`src/rtl/core/ste_pkg.sv`:
```
`default_nettype none
// ----------------------------------------------------------------------------
// ste_pkg: shared types, codes and glyph tables
// Types passed between the front, the queue and the back of the segment
// text encoder, the glyph tables and the character classifier.
// ----------------------------------------------------------------------------
package ste_pkg;

    // display modes
    localparam logic [1:0] MODE_RAW   = 2'd0;
    localparam logic [1:0] MODE_SEG7  = 2'd1;
    localparam logic [1:0] MODE_SEG14 = 2'd2;

    // status codes
    localparam logic [1:0] ST_OK       = 2'd0;
    localparam logic [1:0] ST_NO_GLYPH = 2'd1;
    localparam logic [1:0] ST_RAW      = 2'd2;

    // register indexes
    localparam logic [1:0] REG_SEG_MODE  = 2'd0;
    localparam logic [1:0] REG_ROW_COUNT = 2'd1;
    localparam logic [1:0] REG_W_GLYPH   = 2'd2;

    // reset values of the registers
    localparam logic [1:0]  SEG_MODE_RST  = MODE_SEG7;
    localparam logic [8:0]  ROW_COUNT_RST = 9'd1;
    localparam logic [13:0] W_GLYPH_RST   = 14'd0;

    // character codes
    localparam logic [7:0] CH_LF    = 8'h0A;
    localparam logic [7:0] CH_CR    = 8'h0D;
    localparam logic [7:0] CH_SPACE = 8'h20;
    localparam logic [7:0] CH_DQUOT = 8'h22;
    localparam logic [7:0] CH_HASH  = 8'h23;
    localparam logic [7:0] CH_PCT   = 8'h25;
    localparam logic [7:0] CH_APOS  = 8'h27;
    localparam logic [7:0] CH_STAR  = 8'h2A;
    localparam logic [7:0] CH_PLUS  = 8'h2B;
    localparam logic [7:0] CH_MINUS = 8'h2D;
    localparam logic [7:0] CH_DOT   = 8'h2E;
    localparam logic [7:0] CH_SLASH = 8'h2F;
    localparam logic [7:0] CH_0     = 8'h30;
    localparam logic [7:0] CH_9     = 8'h39;
    localparam logic [7:0] CH_COLON = 8'h3A;
    localparam logic [7:0] CH_UA    = 8'h41;
    localparam logic [7:0] CH_UF    = 8'h46;
    localparam logic [7:0] CH_UH    = 8'h48;
    localparam logic [7:0] CH_UL    = 8'h4C;
    localparam logic [7:0] CH_UP    = 8'h50;
    localparam logic [7:0] CH_UU    = 8'h55;
    localparam logic [7:0] CH_UY    = 8'h59;
    localparam logic [7:0] CH_UZ    = 8'h5A;
    localparam logic [7:0] CH_LA    = 8'h61;
    localparam logic [7:0] CH_LC    = 8'h63;
    localparam logic [7:0] CH_LF_   = 8'h66;
    localparam logic [7:0] CH_LH    = 8'h68;
    localparam logic [7:0] CH_LO    = 8'h6F;
    localparam logic [7:0] CH_LU    = 8'h75;
    localparam logic [7:0] CH_LZ    = 8'h7A;

    // letter index of W in the 14-segment alphabet
    localparam logic [4:0] ALPHA_W = 5'd22;

    // fixed driver bytes
    localparam logic [7:0] BYTE_CR    = 8'h0D;
    localparam logic [7:0] BYTE_PCT_0 = 8'h63;
    localparam logic [7:0] BYTE_PCT_1 = 8'h1D;
    localparam logic [7:0] BYTE_DP7   = 8'h80;

    localparam logic [7:0] HEX7 [16] = '{
        8'h7E, 8'h30, 8'h6D, 8'h79, 8'h33, 8'h5B, 8'h5F, 8'h70,
        8'h7F, 8'h7B, 8'h77, 8'h1F, 8'h4E, 8'h3D, 8'h4F, 8'h47
    };

    localparam logic [13:0] DIGIT14 [10] = '{
        14'h0C3F, 14'h0006, 14'h00DB, 14'h00CF, 14'h00E6,
        14'h00ED, 14'h00FD, 14'h1401, 14'h00FF, 14'h00EF
    };

    localparam logic [13:0] ALPHA14 [26] = '{
        14'h00F7, 14'h128F, 14'h0039, 14'h120F, 14'h00F9, 14'h0071, 14'h00BD,
        14'h00F6, 14'h1209, 14'h001F, 14'h2470, 14'h0038, 14'h0536, 14'h2136,
        14'h003F, 14'h00F3, 14'h203F, 14'h20F3, 14'h018D, 14'h1201, 14'h003E,
        14'h0C30, 14'h0000, 14'h2D00, 14'h1500, 14'h0C09
    };

    localparam logic [7:0] RING [8] = '{
        8'h08, 8'h10, 8'h02, 8'h80, 8'h40, 8'h20, 8'h01, 8'h04
    };

    // configuration as seen by the front and the back
    typedef struct packed {
        logic [1:0]  seg_mode;
        logic [8:0]  row_count;
        logic [13:0] w_glyph;
    } t_cfg;

    // results of one character: n bytes sharing valid flag and status
    typedef struct packed {
        logic [1:0] n;
        logic [7:0] b0;
        logic [7:0] b1;
        logic       bv;
        logic [1:0] st;
        logic       nl;
    } t_job;

    // one queued item: job a always has results, job b may be empty
    typedef struct packed {
        t_job a;
        t_job b;
    } t_item;

    localparam t_job JOB_NONE = '0;

    // 7-segment glyph, zero when missing
    function automatic logic [7:0] glyph7(input logic [7:0] c);
        logic [7:0] g;
        g = 8'h00;
        priority if (c >= CH_0 && c <= CH_9) begin
            g = HEX7[4'(c - CH_0)];
        end else if (c >= CH_LA && c <= CH_LF_) begin
            g = HEX7[4'(c - CH_LA + 8'd10)];
        end else if (c >= CH_UA && c <= CH_UF) begin
            g = HEX7[4'(c - CH_UA + 8'd10)];
        end else if (c >= 8'd1 && c <= 8'd7) begin
            g = 8'h01 << c[2:0];
        end else begin
            unique case (c)
                CH_MINUS: g = 8'h01;
                CH_DQUOT: g = 8'h22;
                CH_HASH:  g = 8'h63;
                CH_APOS:  g = 8'h02;
                CH_LC:    g = 8'h0D;
                CH_LH:    g = 8'h17;
                CH_UH:    g = 8'h37;
                CH_UL:    g = 8'h0E;
                CH_LO:    g = 8'h35;
                CH_UP:    g = 8'h67;
                CH_UU:    g = 8'h7E;
                CH_LU:    g = 8'h1C;
                CH_UY:    g = 8'h33;
                default:  g = 8'h00;
            endcase
        end
        return g;
    endfunction

    // 14-segment glyph, zero when missing
    function automatic logic [13:0] glyph14(input logic [7:0] c, input logic [13:0] wg);
        logic [13:0] g;
        logic [4:0]  idx;
        g   = 14'h0000;
        idx = (c >= CH_LA) ? 5'(c - CH_LA) : 5'(c - CH_UA);
        priority if ((c >= CH_UA && c <= CH_UZ) || (c >= CH_LA && c <= CH_LZ)) begin
            g = (idx == ALPHA_W) ? wg : ALPHA14[idx];
        end else if (c >= CH_0 && c <= CH_9) begin
            g = DIGIT14[4'(c - CH_0)];
        end else if (c >= 8'd1 && c <= 8'd8) begin
            g = {RING[3'(c - 8'd1)], 6'b000000};
        end else begin
            unique case (c)
                CH_STAR:  g = 14'h3FC0;
                CH_SLASH: g = 14'h0C00;
                CH_PLUS:  g = 14'h12C0;
                CH_MINUS: g = 14'h00C0;
                CH_PCT:   g = 14'h2DE4;
                CH_HASH:  g = 14'h00E3;
                default:  g = 14'h0000;
            endcase
        end
        return g;
    endfunction

    // classify one character with its point flag into driver results
    function automatic t_job enc_char(input logic [7:0] c, input logic pt, input t_cfg cfg);
        t_job        j;
        logic [13:0] g14;
        logic [14:0] d;
        logic [7:0]  g7;
        j   = JOB_NONE;
        g14 = glyph14(c, cfg.w_glyph);
        d   = {pt, g14};
        g7  = glyph7(c);
        priority if (cfg.seg_mode != MODE_SEG7 && cfg.seg_mode != MODE_SEG14) begin
            j.n  = 2'd1;
            j.st = ST_RAW;
        end else if (c == CH_LF) begin
            j.n  = 2'd1;
            j.nl = 1'b1;
        end else if (c == CH_CR) begin
            j.n  = 2'd1;
            j.b0 = BYTE_CR;
            j.bv = 1'b1;
        end else if (cfg.seg_mode == MODE_SEG14) begin
            if (g14 != 14'h0000) begin
                j.n  = 2'd2;
                j.bv = 1'b1;
                j.b0 = d[7:0];
                j.b1 = {1'b0, d[14:8]};
            end else if (c == CH_SPACE) begin
                j.n  = 2'd2;
                j.bv = 1'b1;
                j.b1 = pt ? BYTE_DP7 : 8'h00;
            end
        end else if (c == CH_SPACE) begin
            j.n  = 2'd1;
            j.bv = 1'b1;
        end else if (c == CH_PCT) begin
            j.n  = 2'd2;
            j.bv = 1'b1;
            j.b0 = BYTE_PCT_0;
            j.b1 = BYTE_PCT_1;
        end else if (g7 == 8'h00) begin
            j.n  = 2'd1;
            j.st = ST_NO_GLYPH;
        end else begin
            j.n  = 2'd1;
            j.bv = 1'b1;
            j.b0 = g7 | (pt ? BYTE_DP7 : 8'h00);
        end
        return j;
    endfunction

endpackage
`default_nettype wire

```
`src/rtl/core/ste_front.sv`:
```
`default_nettype none
// ----------------------------------------------------------------------------
// ste_front: input side of the segment text encoder
// Holds one character back, folds a following point into it and turns each
// accepted item into at most two classified characters for the queue.
// ----------------------------------------------------------------------------
module ste_front
    import ste_pkg::*;
(
    input  wire         i_clk,
    input  wire         i_rst_n,
    input  wire         i_in_valid,
    input  wire  [7:0]  i_char_code,
    input  wire         i_end_of_text,
    input  wire  t_cfg  i_cfg,
    input  wire         i_q_full,
    output logic        o_in_stall,
    output logic        o_push,
    output t_item       o_item
);

    logic       r_held_valid;
    logic [7:0] r_held_char;
    logic       n_held_valid;
    logic [7:0] n_held_char;
    logic       in_fire;
    logic       is_pt;
    t_job       job_a;
    t_job       job_b;

    assign o_in_stall = i_q_full;
    assign in_fire    = i_in_valid && !i_q_full;
    assign is_pt      = (i_char_code == CH_DOT) || (i_char_code == CH_COLON);

    // held character update and the characters this item releases
    always_comb begin
        job_a        = JOB_NONE;
        job_b        = JOB_NONE;
        n_held_valid = r_held_valid;
        n_held_char  = r_held_char;
        if (r_held_valid) begin
            job_a = enc_char(r_held_char, is_pt, i_cfg);
            if (is_pt) begin
                n_held_valid = 1'b0;
            end else begin
                n_held_char = i_char_code;
            end
        end else begin
            n_held_char  = i_char_code;
            n_held_valid = 1'b1;
        end
        // end of text flushes whatever is still held
        if (i_end_of_text && n_held_valid) begin
            job_b        = enc_char(n_held_char, 1'b0, i_cfg);
            n_held_valid = 1'b0;
            n_held_char  = 8'h00;
        end
    end

    // pack so that the first job has results whenever either job has
    always_comb begin
        if (job_a.n == 2'd0) begin
            o_item.a = job_b;
            o_item.b = JOB_NONE;
        end else begin
            o_item.a = job_a;
            o_item.b = job_b;
        end
    end

    assign o_push = in_fire && (o_item.a.n != 2'd0);

    always_ff @(posedge i_clk) begin
        if (!i_rst_n) begin
            r_held_valid <= 1'b0;
            r_held_char  <= 8'h00;
        end else if (in_fire) begin
            r_held_valid <= n_held_valid;
            r_held_char  <= n_held_char;
        end
    end

endmodule
`default_nettype wire

```
`src/rtl/core/ste_queue.sv`:
```
`default_nettype none
// ----------------------------------------------------------------------------
// ste_queue: item queue between front and back
// Small FIFO of classified items; head is visible without a read cycle.
// ----------------------------------------------------------------------------
module ste_queue
    import ste_pkg::*;
#(
    parameter int DEPTH = 2
) (
    input  wire         i_clk,
    input  wire         i_rst_n,
    input  wire         i_push,
    input  wire  t_item i_item,
    input  wire         i_pop,
    output logic        o_full,
    output logic        o_valid,
    output t_item       o_head
);

    localparam int PW = (DEPTH > 1) ? $clog2(DEPTH) : 1;
    localparam int CW = $clog2(DEPTH + 1);

    t_item           r_mem [DEPTH];
    logic [PW-1:0]   r_wp;
    logic [PW-1:0]   r_rp;
    logic [CW-1:0]   r_cnt;

    assign o_full  = (r_cnt == CW'(DEPTH));
    assign o_valid = (r_cnt != '0);
    assign o_head  = r_mem[r_rp];

    // storage
    always_ff @(posedge i_clk) begin
        if (i_push) begin
            r_mem[r_wp] <= i_item;
        end
    end

    // pointers and fill count
    always_ff @(posedge i_clk) begin
        if (!i_rst_n) begin
            r_wp  <= '0;
            r_rp  <= '0;
            r_cnt <= '0;
        end else begin
            if (i_push) begin
                r_wp <= (r_wp == PW'(DEPTH - 1)) ? '0 : r_wp + 1'b1;
            end
            if (i_pop) begin
                r_rp <= (r_rp == PW'(DEPTH - 1)) ? '0 : r_rp + 1'b1;
            end
            unique case ({i_push, i_pop})
                2'b10:   r_cnt <= r_cnt + 1'b1;
                2'b01:   r_cnt <= r_cnt - 1'b1;
                default: r_cnt <= r_cnt;
            endcase
        end
    end

endmodule
`default_nettype wire

```
`src/rtl/core/ste_back.sv`:
```
`default_nettype none
// ----------------------------------------------------------------------------
// ste_back: output side of the segment text encoder
// Walks the results of the queue head one per cycle when not stalled into the
// output register, keeps the cursor row and marks each item's last result.
// ----------------------------------------------------------------------------
module ste_back
    import ste_pkg::*;
(
    input  wire         i_clk,
    input  wire         i_rst_n,
    input  wire  t_cfg  i_cfg,
    input  wire         i_q_valid,
    input  wire  t_item i_head,
    output logic        o_pop,
    input  wire         i_out_stall,
    output logic        o_out_valid,
    output logic [7:0]  o_seg_byte,
    output logic        o_byte_valid,
    output logic [1:0]  o_status,
    output logic [7:0]  o_row_now,
    output logic        o_run_end
);

    logic       r_sel;
    logic       r_idx;
    logic [7:0] r_row;
    logic       r_out_valid;
    logic [7:0] r_seg_byte;
    logic       r_byte_valid;
    logic [1:0] r_status;
    logic [7:0] r_row_now;
    logic       r_run_end;

    t_job       cur;
    logic       last_in_job;
    logic       run_end;
    logic       load;
    logic [7:0] last_row;
    logic [7:0] nl_row;

    // current job and result position
    assign cur         = r_sel ? i_head.b : i_head.a;
    assign last_in_job = (cur.n == 2'd2) ? r_idx : 1'b1;
    assign run_end     = last_in_job && (r_sel || (i_head.b.n == 2'd0));
    assign load        = i_q_valid && (!r_out_valid || !i_out_stall);
    assign o_pop       = load && run_end;

    // last row, with zero rows read as one and more than 256 as 256
    always_comb begin
        priority if (i_cfg.row_count == 9'd0) begin
            last_row = 8'd0;
        end else if (i_cfg.row_count > 9'd256) begin
            last_row = 8'hFF;
        end else begin
            last_row = 8'(i_cfg.row_count - 9'd1);
        end
    end

    assign nl_row = (r_row >= last_row) ? last_row : r_row + 8'd1;

    // sequencing and output register
    always_ff @(posedge i_clk) begin
        if (!i_rst_n) begin
            r_sel       <= 1'b0;
            r_idx       <= 1'b0;
            r_row       <= 8'd0;
            r_out_valid <= 1'b0;
        end else begin
            if (load) begin
                r_out_valid <= 1'b1;
                if (run_end) begin
                    r_sel <= 1'b0;
                    r_idx <= 1'b0;
                end else if (last_in_job) begin
                    r_sel <= 1'b1;
                    r_idx <= 1'b0;
                end else begin
                    r_idx <= 1'b1;
                end
                if (cur.nl) begin
                    r_row <= nl_row;
                end
            end else if (!i_out_stall) begin
                r_out_valid <= 1'b0;
            end
        end
    end

    // payload
    always_ff @(posedge i_clk) begin
        if (load) begin
            r_seg_byte   <= r_idx ? cur.b1 : cur.b0;
            r_byte_valid <= cur.bv;
            r_status     <= cur.st;
            r_row_now    <= cur.nl ? nl_row : r_row;
            r_run_end    <= run_end;
        end
    end

    assign o_out_valid  = r_out_valid;
    assign o_seg_byte   = r_seg_byte;
    assign o_byte_valid = r_byte_valid;
    assign o_status     = r_status;
    assign o_row_now    = r_row_now;
    assign o_run_end    = r_run_end;

endmodule
`default_nettype wire

```
`src/rtl/core/segment_text_encoder.sv`:
```
`default_nettype none
// ----------------------------------------------------------------------------
// segment_text_encoder: text to 7/14-segment driver bytes
// Character stream in, segment bytes out, with decimal-point folding,
// cursor row tracking and an APB register port.
// ----------------------------------------------------------------------------
//  channel   direction  handshake                   payload
//  input     in         i_in_valid / o_in_stall     i_char_code, i_end_of_text
//  output    out        o_out_valid / i_out_stall   o_seg_byte, o_byte_valid,
//                                                   o_status, o_row_now, o_run_end
//  config    in         psel, penable, pwrite       paddr, pwdata, prdata
//
//  The front takes one item per cycle while the queue has room.
//  The back emits one result per cycle while the output is not stalled; an
//  item carries 1 to 4 results, so that result count sets the rate.
//  The queue holds QDEPTH items; o_in_stall rises only when it is full.
//  Synchronous reset: nothing held, row 0, registers to their defaults.
// ----------------------------------------------------------------------------
module segment_text_encoder
    import ste_pkg::*;
#(
    parameter int QDEPTH = 2
) (
    input  wire         i_clk,
    input  wire         i_rst_n,
    input  wire         i_in_valid,
    output logic        o_in_stall,
    input  wire  [7:0]  i_char_code,
    input  wire         i_end_of_text,
    output logic        o_out_valid,
    input  wire         i_out_stall,
    output logic [7:0]  o_seg_byte,
    output logic        o_byte_valid,
    output logic [1:0]  o_status,
    output logic [7:0]  o_row_now,
    output logic        o_run_end,
    input  wire         psel,
    input  wire         penable,
    input  wire         pwrite,
    input  wire  [3:0]  paddr,
    input  wire  [31:0] pwdata,
    output logic [31:0] prdata,
    output logic        pready
);

    logic [1:0]  r_seg_mode;
    logic [8:0]  r_row_count;
    logic [13:0] r_w_glyph;
    t_cfg        cfg;
    logic        cfg_wr;
    logic        q_push;
    logic        q_pop;
    logic        q_full;
    logic        q_valid;
    t_item       q_item;
    t_item       q_head;

    // register port
    assign pready = 1'b1;
    assign cfg_wr = psel && penable && pwrite && pready;

    always_ff @(posedge i_clk) begin
        if (!i_rst_n) begin
            r_seg_mode  <= SEG_MODE_RST;
            r_row_count <= ROW_COUNT_RST;
            r_w_glyph   <= W_GLYPH_RST;
        end else if (cfg_wr) begin
            unique case (paddr[3:2])
                REG_SEG_MODE:  r_seg_mode  <= pwdata[1:0];
                REG_ROW_COUNT: r_row_count <= pwdata[8:0];
                REG_W_GLYPH:   r_w_glyph   <= pwdata[13:0];
                default: ;
            endcase
        end
    end

    always_comb begin
        unique case (paddr[3:2])
            REG_SEG_MODE:  prdata = 32'(r_seg_mode);
            REG_ROW_COUNT: prdata = 32'(r_row_count);
            REG_W_GLYPH:   prdata = 32'(r_w_glyph);
            default:       prdata = 32'd0;
        endcase
    end

    assign cfg.seg_mode  = r_seg_mode;
    assign cfg.row_count = r_row_count;
    assign cfg.w_glyph   = r_w_glyph;

    ste_front u_front (
        .i_clk         (i_clk),
        .i_rst_n       (i_rst_n),
        .i_in_valid    (i_in_valid),
        .i_char_code   (i_char_code),
        .i_end_of_text (i_end_of_text),
        .i_cfg         (cfg),
        .i_q_full      (q_full),
        .o_in_stall    (o_in_stall),
        .o_push        (q_push),
        .o_item        (q_item)
    );

    ste_queue #(
        .DEPTH (QDEPTH)
    ) u_queue (
        .i_clk   (i_clk),
        .i_rst_n (i_rst_n),
        .i_push  (q_push),
        .i_item  (q_item),
        .i_pop   (q_pop),
        .o_full  (q_full),
        .o_valid (q_valid),
        .o_head  (q_head)
    );

    ste_back u_back (
        .i_clk        (i_clk),
        .i_rst_n      (i_rst_n),
        .i_cfg        (cfg),
        .i_q_valid    (q_valid),
        .i_head       (q_head),
        .o_pop        (q_pop),
        .i_out_stall  (i_out_stall),
        .o_out_valid  (o_out_valid),
        .o_seg_byte   (o_seg_byte),
        .o_byte_valid (o_byte_valid),
        .o_status     (o_status),
        .o_row_now    (o_row_now),
        .o_run_end    (o_run_end)
    );

    // an error or reject result never carries a byte
    a_status_no_byte: assert property (@(posedge i_clk) disable iff (!i_rst_n)
        o_out_valid && (o_status != ST_OK) |-> !o_byte_valid)
        else $error("error result carries a driver byte");

    // the front never pushes into a full queue
    a_no_overflow: assert property (@(posedge i_clk) disable iff (!i_rst_n)
        q_push |-> !q_full)
        else $error("queue overflow");

    // the back only retires an item that is present
    a_no_underflow: assert property (@(posedge i_clk) disable iff (!i_rst_n)
        q_pop |-> q_valid)
        else $error("queue underflow");

endmodule
`default_nettype wire
```
`config.mk`:
```
export PLATFORM = sky130hd
export DESIGN_NAME = segment_text_encoder
export DESIGN_NICKNAME = d
export VERILOG_FILES = /design/src/rtl/core/ste_pkg.sv /design/src/rtl/core/ste_front.sv /design/src/rtl/core/ste_queue.sv /design/src/rtl/core/ste_back.sv /design/src/rtl/core/segment_text_encoder.sv
export SDC_FILE = /design/constraint.sdc
export NUM_CORES = 1
export LEC_CHECK = 0
export ABC_AREA = 1
export BUFFER_PORTS_ARGS = -buffer_cell sky130_fd_sc_hd__buf_2
export CELL_PAD_IN_SITES_DETAIL_PLACEMENT = 2
export CELL_PAD_IN_SITES_GLOBAL_PLACEMENT = 2
export CORE_ASPECT_RATIO = 0.8
export CORE_MARGIN = 2
export CORE_UTILIZATION = 32
export CTS_BUF_LIST = sky130_fd_sc_hd__clkbuf_4 sky130_fd_sc_hd__clkbuf_8 sky130_fd_sc_hd__clkbuf_16
export DETAILED_ROUTE_END_ITERATION = 16
export PLACE_DENSITY_LB_ADDON = 0.1
export RECOVER_POWER = 100
export SLEW_MARGIN = 40
export SYNTH_ARGS = -nofsm -noshare
export SYNTH_HDL_FRONTEND = slang
export SYNTH_HIERARCHICAL = 1
export SYNTH_SLANG_ARGS = --single-unit
```
`constraint.sdc`:
```
create_clock -name i_clk -period 5.9 [get_ports i_clk]
set_input_delay 0.295 -clock i_clk [delete_from_list [all_inputs] [get_ports i_clk]]
set_output_delay 0.295 -clock i_clk [all_outputs]
set_load 0.05 [all_outputs]
```
==> results by group <==
Outcome
  • Status: finished with violations
  • Violated checks: capacitance limit, slew limit

Worst setup path
  • Most used cell, CP: nand2_1
  • WP data arrival: 5.74 ns
  • Crit path largest cell delay: 0.52 ns
  • Crit path max fanout: 14
  • WS Path Type: reg2reg
  • Crit path buf inv count: 6
  • CP Capture Type: flop
  • FF-to-FF Start: u_front/r_held_char[1]$_SDFFE_PN0P_
  • Slowest cell on crit path: ha_1
  • Crit-path leading delay family: simple AND/OR/NAND/NOR gates
  • Worst EP required: 6.29 ns
  • CP Launch Point: u_front/r_held_char[1]$_SDFFE_PN0P_
  • Startpoint types: flop

Global route
  • Largest net degree at the start of global routing: 45
  • GRT busiest layer: met2
  • Initial antenna violation count: 1
  • Total gr overflow: 0
  • Total GRT Usage: 26.9%
  • Grt met2 use: 41.1%
  • Vias in the first global route: 13,900
  • M3 GR Usage: 6.03%
  • Grt met1 use: 39.0%
  • Global-route wire length before repair: 85,300 um

Clock network
  • Post-CTS setup buffers: 0
  • Num CTS Buffers: 17
  • Worst-Skew Late Latency: 0.46 ns
  • Number of H-tree levels: 4
  • Root Driver: clkbuf_16
  • Post-cts sizing count: 0
  • Clock tree buffer depth: 2
  • Clock slew at reported path FFs: 0.07 ns
  • TritonCTS clock tree: yes
  • Clock sink total: 158
  • Cts hold-fix bufs: 0

Power
  • Net switching power figure: 0.00223 W
  • Clock power share: 23.7%
  • Pwr Density: 343 nW/um^2
  • Sw Share: 46.1%
  • Pint: 0.00261 W
  • Gate power share: 43.7%
  • Sequential share of power: 32.7%
  • Max IR drop VDD: 0.178 mV
  • Leakage: 6.18 nW

Synth
  • Post-synth cell types: 59
  • #FFs+latches synth: 158
  • Fraction of registers with async set/reset: 0%
  • Mapped cell area: 12,900 sq um
  • Number of flops mapped to enable cells by yosys: 108
  • Synth warn: 6
  • Top-area cell type share of the netlist area: 25.1%
  • Sequential-to-total area share from yosys stat: 32.8%
  • Syn avg cell area: 6.99 sq um
  • Yosys top cell by area: edfxtp_1
  • Post-Synthesis Cells: 1,850
  • Synth top area cells: edfxtp_1 25%, nand2_1 14%, dfxtp_1 7.7%
  • Ys flop type: edfxtp_1

Die
  • Cell Rows: 65
  • Initial Util: 32.6%
  • Chip Height: 184 um
  • IO Pins: 107
  • Chip width: 229 um
  • Core Area: 39,700 sq um
  • Die area: 42,100 sq um

Flow run
  • Max-cap violations: 4

Routing
  • Router iterations before antenna repair: 5
  • Starting DRT DRC Count: 1,008
  • Wire per inst: 22.9 um
  • Vias: 13,200
  • Post-DRT Antenna Nets: 0
  • DRC Markers: 0
  • Vias per inst: 5.38
  • Drt total wl: 55,900 um

Layout
  • Fill cells: 4,866
  • Commonest non-fill, non-tap cell in the layout: nand2_1
  • Reg area: 4250 sq um
  • Number of diodes: 0
  • Most frequent cells in the layout: 491 x nand2_1, 266 x nor2_1, 173 x inv_1, 170 x nand3_1, 144 x o21ai_0
  • Share of cells above drive strength 1: 10.1%
  • Area grow syn2layout: 9.10%
  • Area occupied by multi-input gates: 7340 sq um
  • Post-layout nets: 1,987

Hold path
  • Hold Startpoint: pwdata[0]
  • Worst min path class: in2reg

STA
  • TNS Setup: 0 ns
  • RSZ-0062 raised after global routing: false
  • Worst-Margin Slew: 1.86 ns
  • Fmax: 0.187 GHz
  • # setup viols final: 0
  • Min Clock Period, post-route: 5.35 ns
  • Max Slew Vio Count: 117
  • WHS: 0.126 ns
  • Relative slew margins: -23.8%
  • Skew final: 0.0134 ns
  • Count of final hold-check violations: 0
  • Period utilization: 90.7%

Placed design
  • Post-DP HPWL: 44,600 um
  • Final Wtd Congestion: 0.934
  • IO buf count: 67
[cell type report]
type                       count  share of cell area [%]
multi-input combinational   1432                    52.0
sequential                   158                    30.1
inverter                     188                    5.00
tap                          536                    4.75
timing repair buffer         100                    3.87
clock buffer                  17                    3.01
clock inverter                15                    1.24
[cell usage after synthesis, types with 4 or more instances]
| cell type | count |
|---|---|
| a21oi_1 | 59 |
| a22oi_1 | 5 |
| buf_12 | 4 |
| buf_2 | 21 |
| buf_4 | 29 |
| buf_6 | 12 |
| clkbuf_1 | 23 |
| clkinv_1 | 4 |
| dfxtp_1 | 50 |
| edfxtp_1 | 108 |
| ha_1 | 38 |
| inv_1 | 174 |
| inv_2 | 10 |
| mux2_2 | 4 |
| mux2_4 | 40 |
| nand2_1 | 491 |
| nand2_2 | 14 |
| nand2_4 | 5 |
| nand3_1 | 169 |
| nand3_2 | 6 |
| nand3b_1 | 4 |
| nand4_1 | 31 |
| nor2_1 | 265 |
| nor2_2 | 9 |
| nor2_4 | 13 |
| nor3_1 | 16 |
| nor4_1 | 4 |
| o211ai_1 | 28 |
| o21ai_0 | 138 |
| o21ai_1 | 11 |
| o21ai_2 | 8 |
| o22ai_1 | 10 |
| o22ai_2 | 4 |
| or2_1 | 5 |
[layer usage]
layer	share of wire, %	wire (um)
met5	0	0
met4	1.2	645
met3	6.2	3490
met2	43	23800
met1	50	28000
[worst paths after layout]
kind                                     endpoint  slack, ns  cells after the start
setup / recovery    u_queue/r_cnt[1]$_SDFFE_PN0P_       0.55                     26
hold / removal        r_row_count[0]$_SDFFE_PN1P_       0.13                      3
hold reg to reg   u_back/o_out_valid$_SDFFE_PN0P_       0.51                      2
setup reg to reg    u_queue/r_cnt[1]$_SDFFE_PN0P_       0.55                     26
[per-stage QoR]
step | power, W | cells | utilization [%] | setup WS (ns) | cell area, sq um
5_1_grt | 0.00515 | 2446 | 35.6 | 0.134 | 14100
6_report | 0.00484 | 2446 | 35.6 | 0.549 | 14100
4_1_cts | 0.00491 | 2446 | 36.0 | 0.775 | 14300
3_5_place_dp | 0.00373 | 2414 | 34.4 | 0.820 | 13700
3_3_place_gp | 0.00364 | 2414 | 34.4 | 0.937 | 13700
2_1_floorplan | 0.00311 | 1868 | - | 0.115 | 13000
[sequential cells by signal (all words and copies together) (netlist names), 2 cells and up, named ones only]
name and flops:
u_queue/r_mem 88, u_back/o_row_now 8, u_front/r_held_char 8, r_seg_mode 2, r_w_glyph 14, u_back/r_row 8, u_back/o_seg_byte 8, u_queue/r_cnt 2
u_back/o_status 2, r_row_count 9
[power by group through the flow]
| stage | Combinational (W) | Clock (W) | Sequential, W |
|---|---|---|---|
| floorplan | 0.00133 | 0 | 0.00178 |
| global placement | 0.00206 | 0 | 0.00159 |
| detailed placement | 0.00213 | 0 | 0.00160 |
| CTS | 0.00215 | 0.00118 | 0.00158 |
| global route | 0.00232 | 0.00122 | 0.00161 |
| finish | 0.00211 | 0.00114 | 0.00158 |
[cell families after synthesis]
kind of cell	synth area share, %
and+or+nand+nor	34.9
DFF	32.8
AOI/OAI and AO/OA	12.8
other	0.0870
xor gates and xnor gates	0.397
buffers and inverters	10.3
adders and majority gates	3.68
muxes	4.99
[tightest hold or removal path, stage by stage]
cell and delay [ns]:
buf_2 0.12, nand2_1 0.06, nand3_1 0.06
Power figures use the tool's default switching activity.
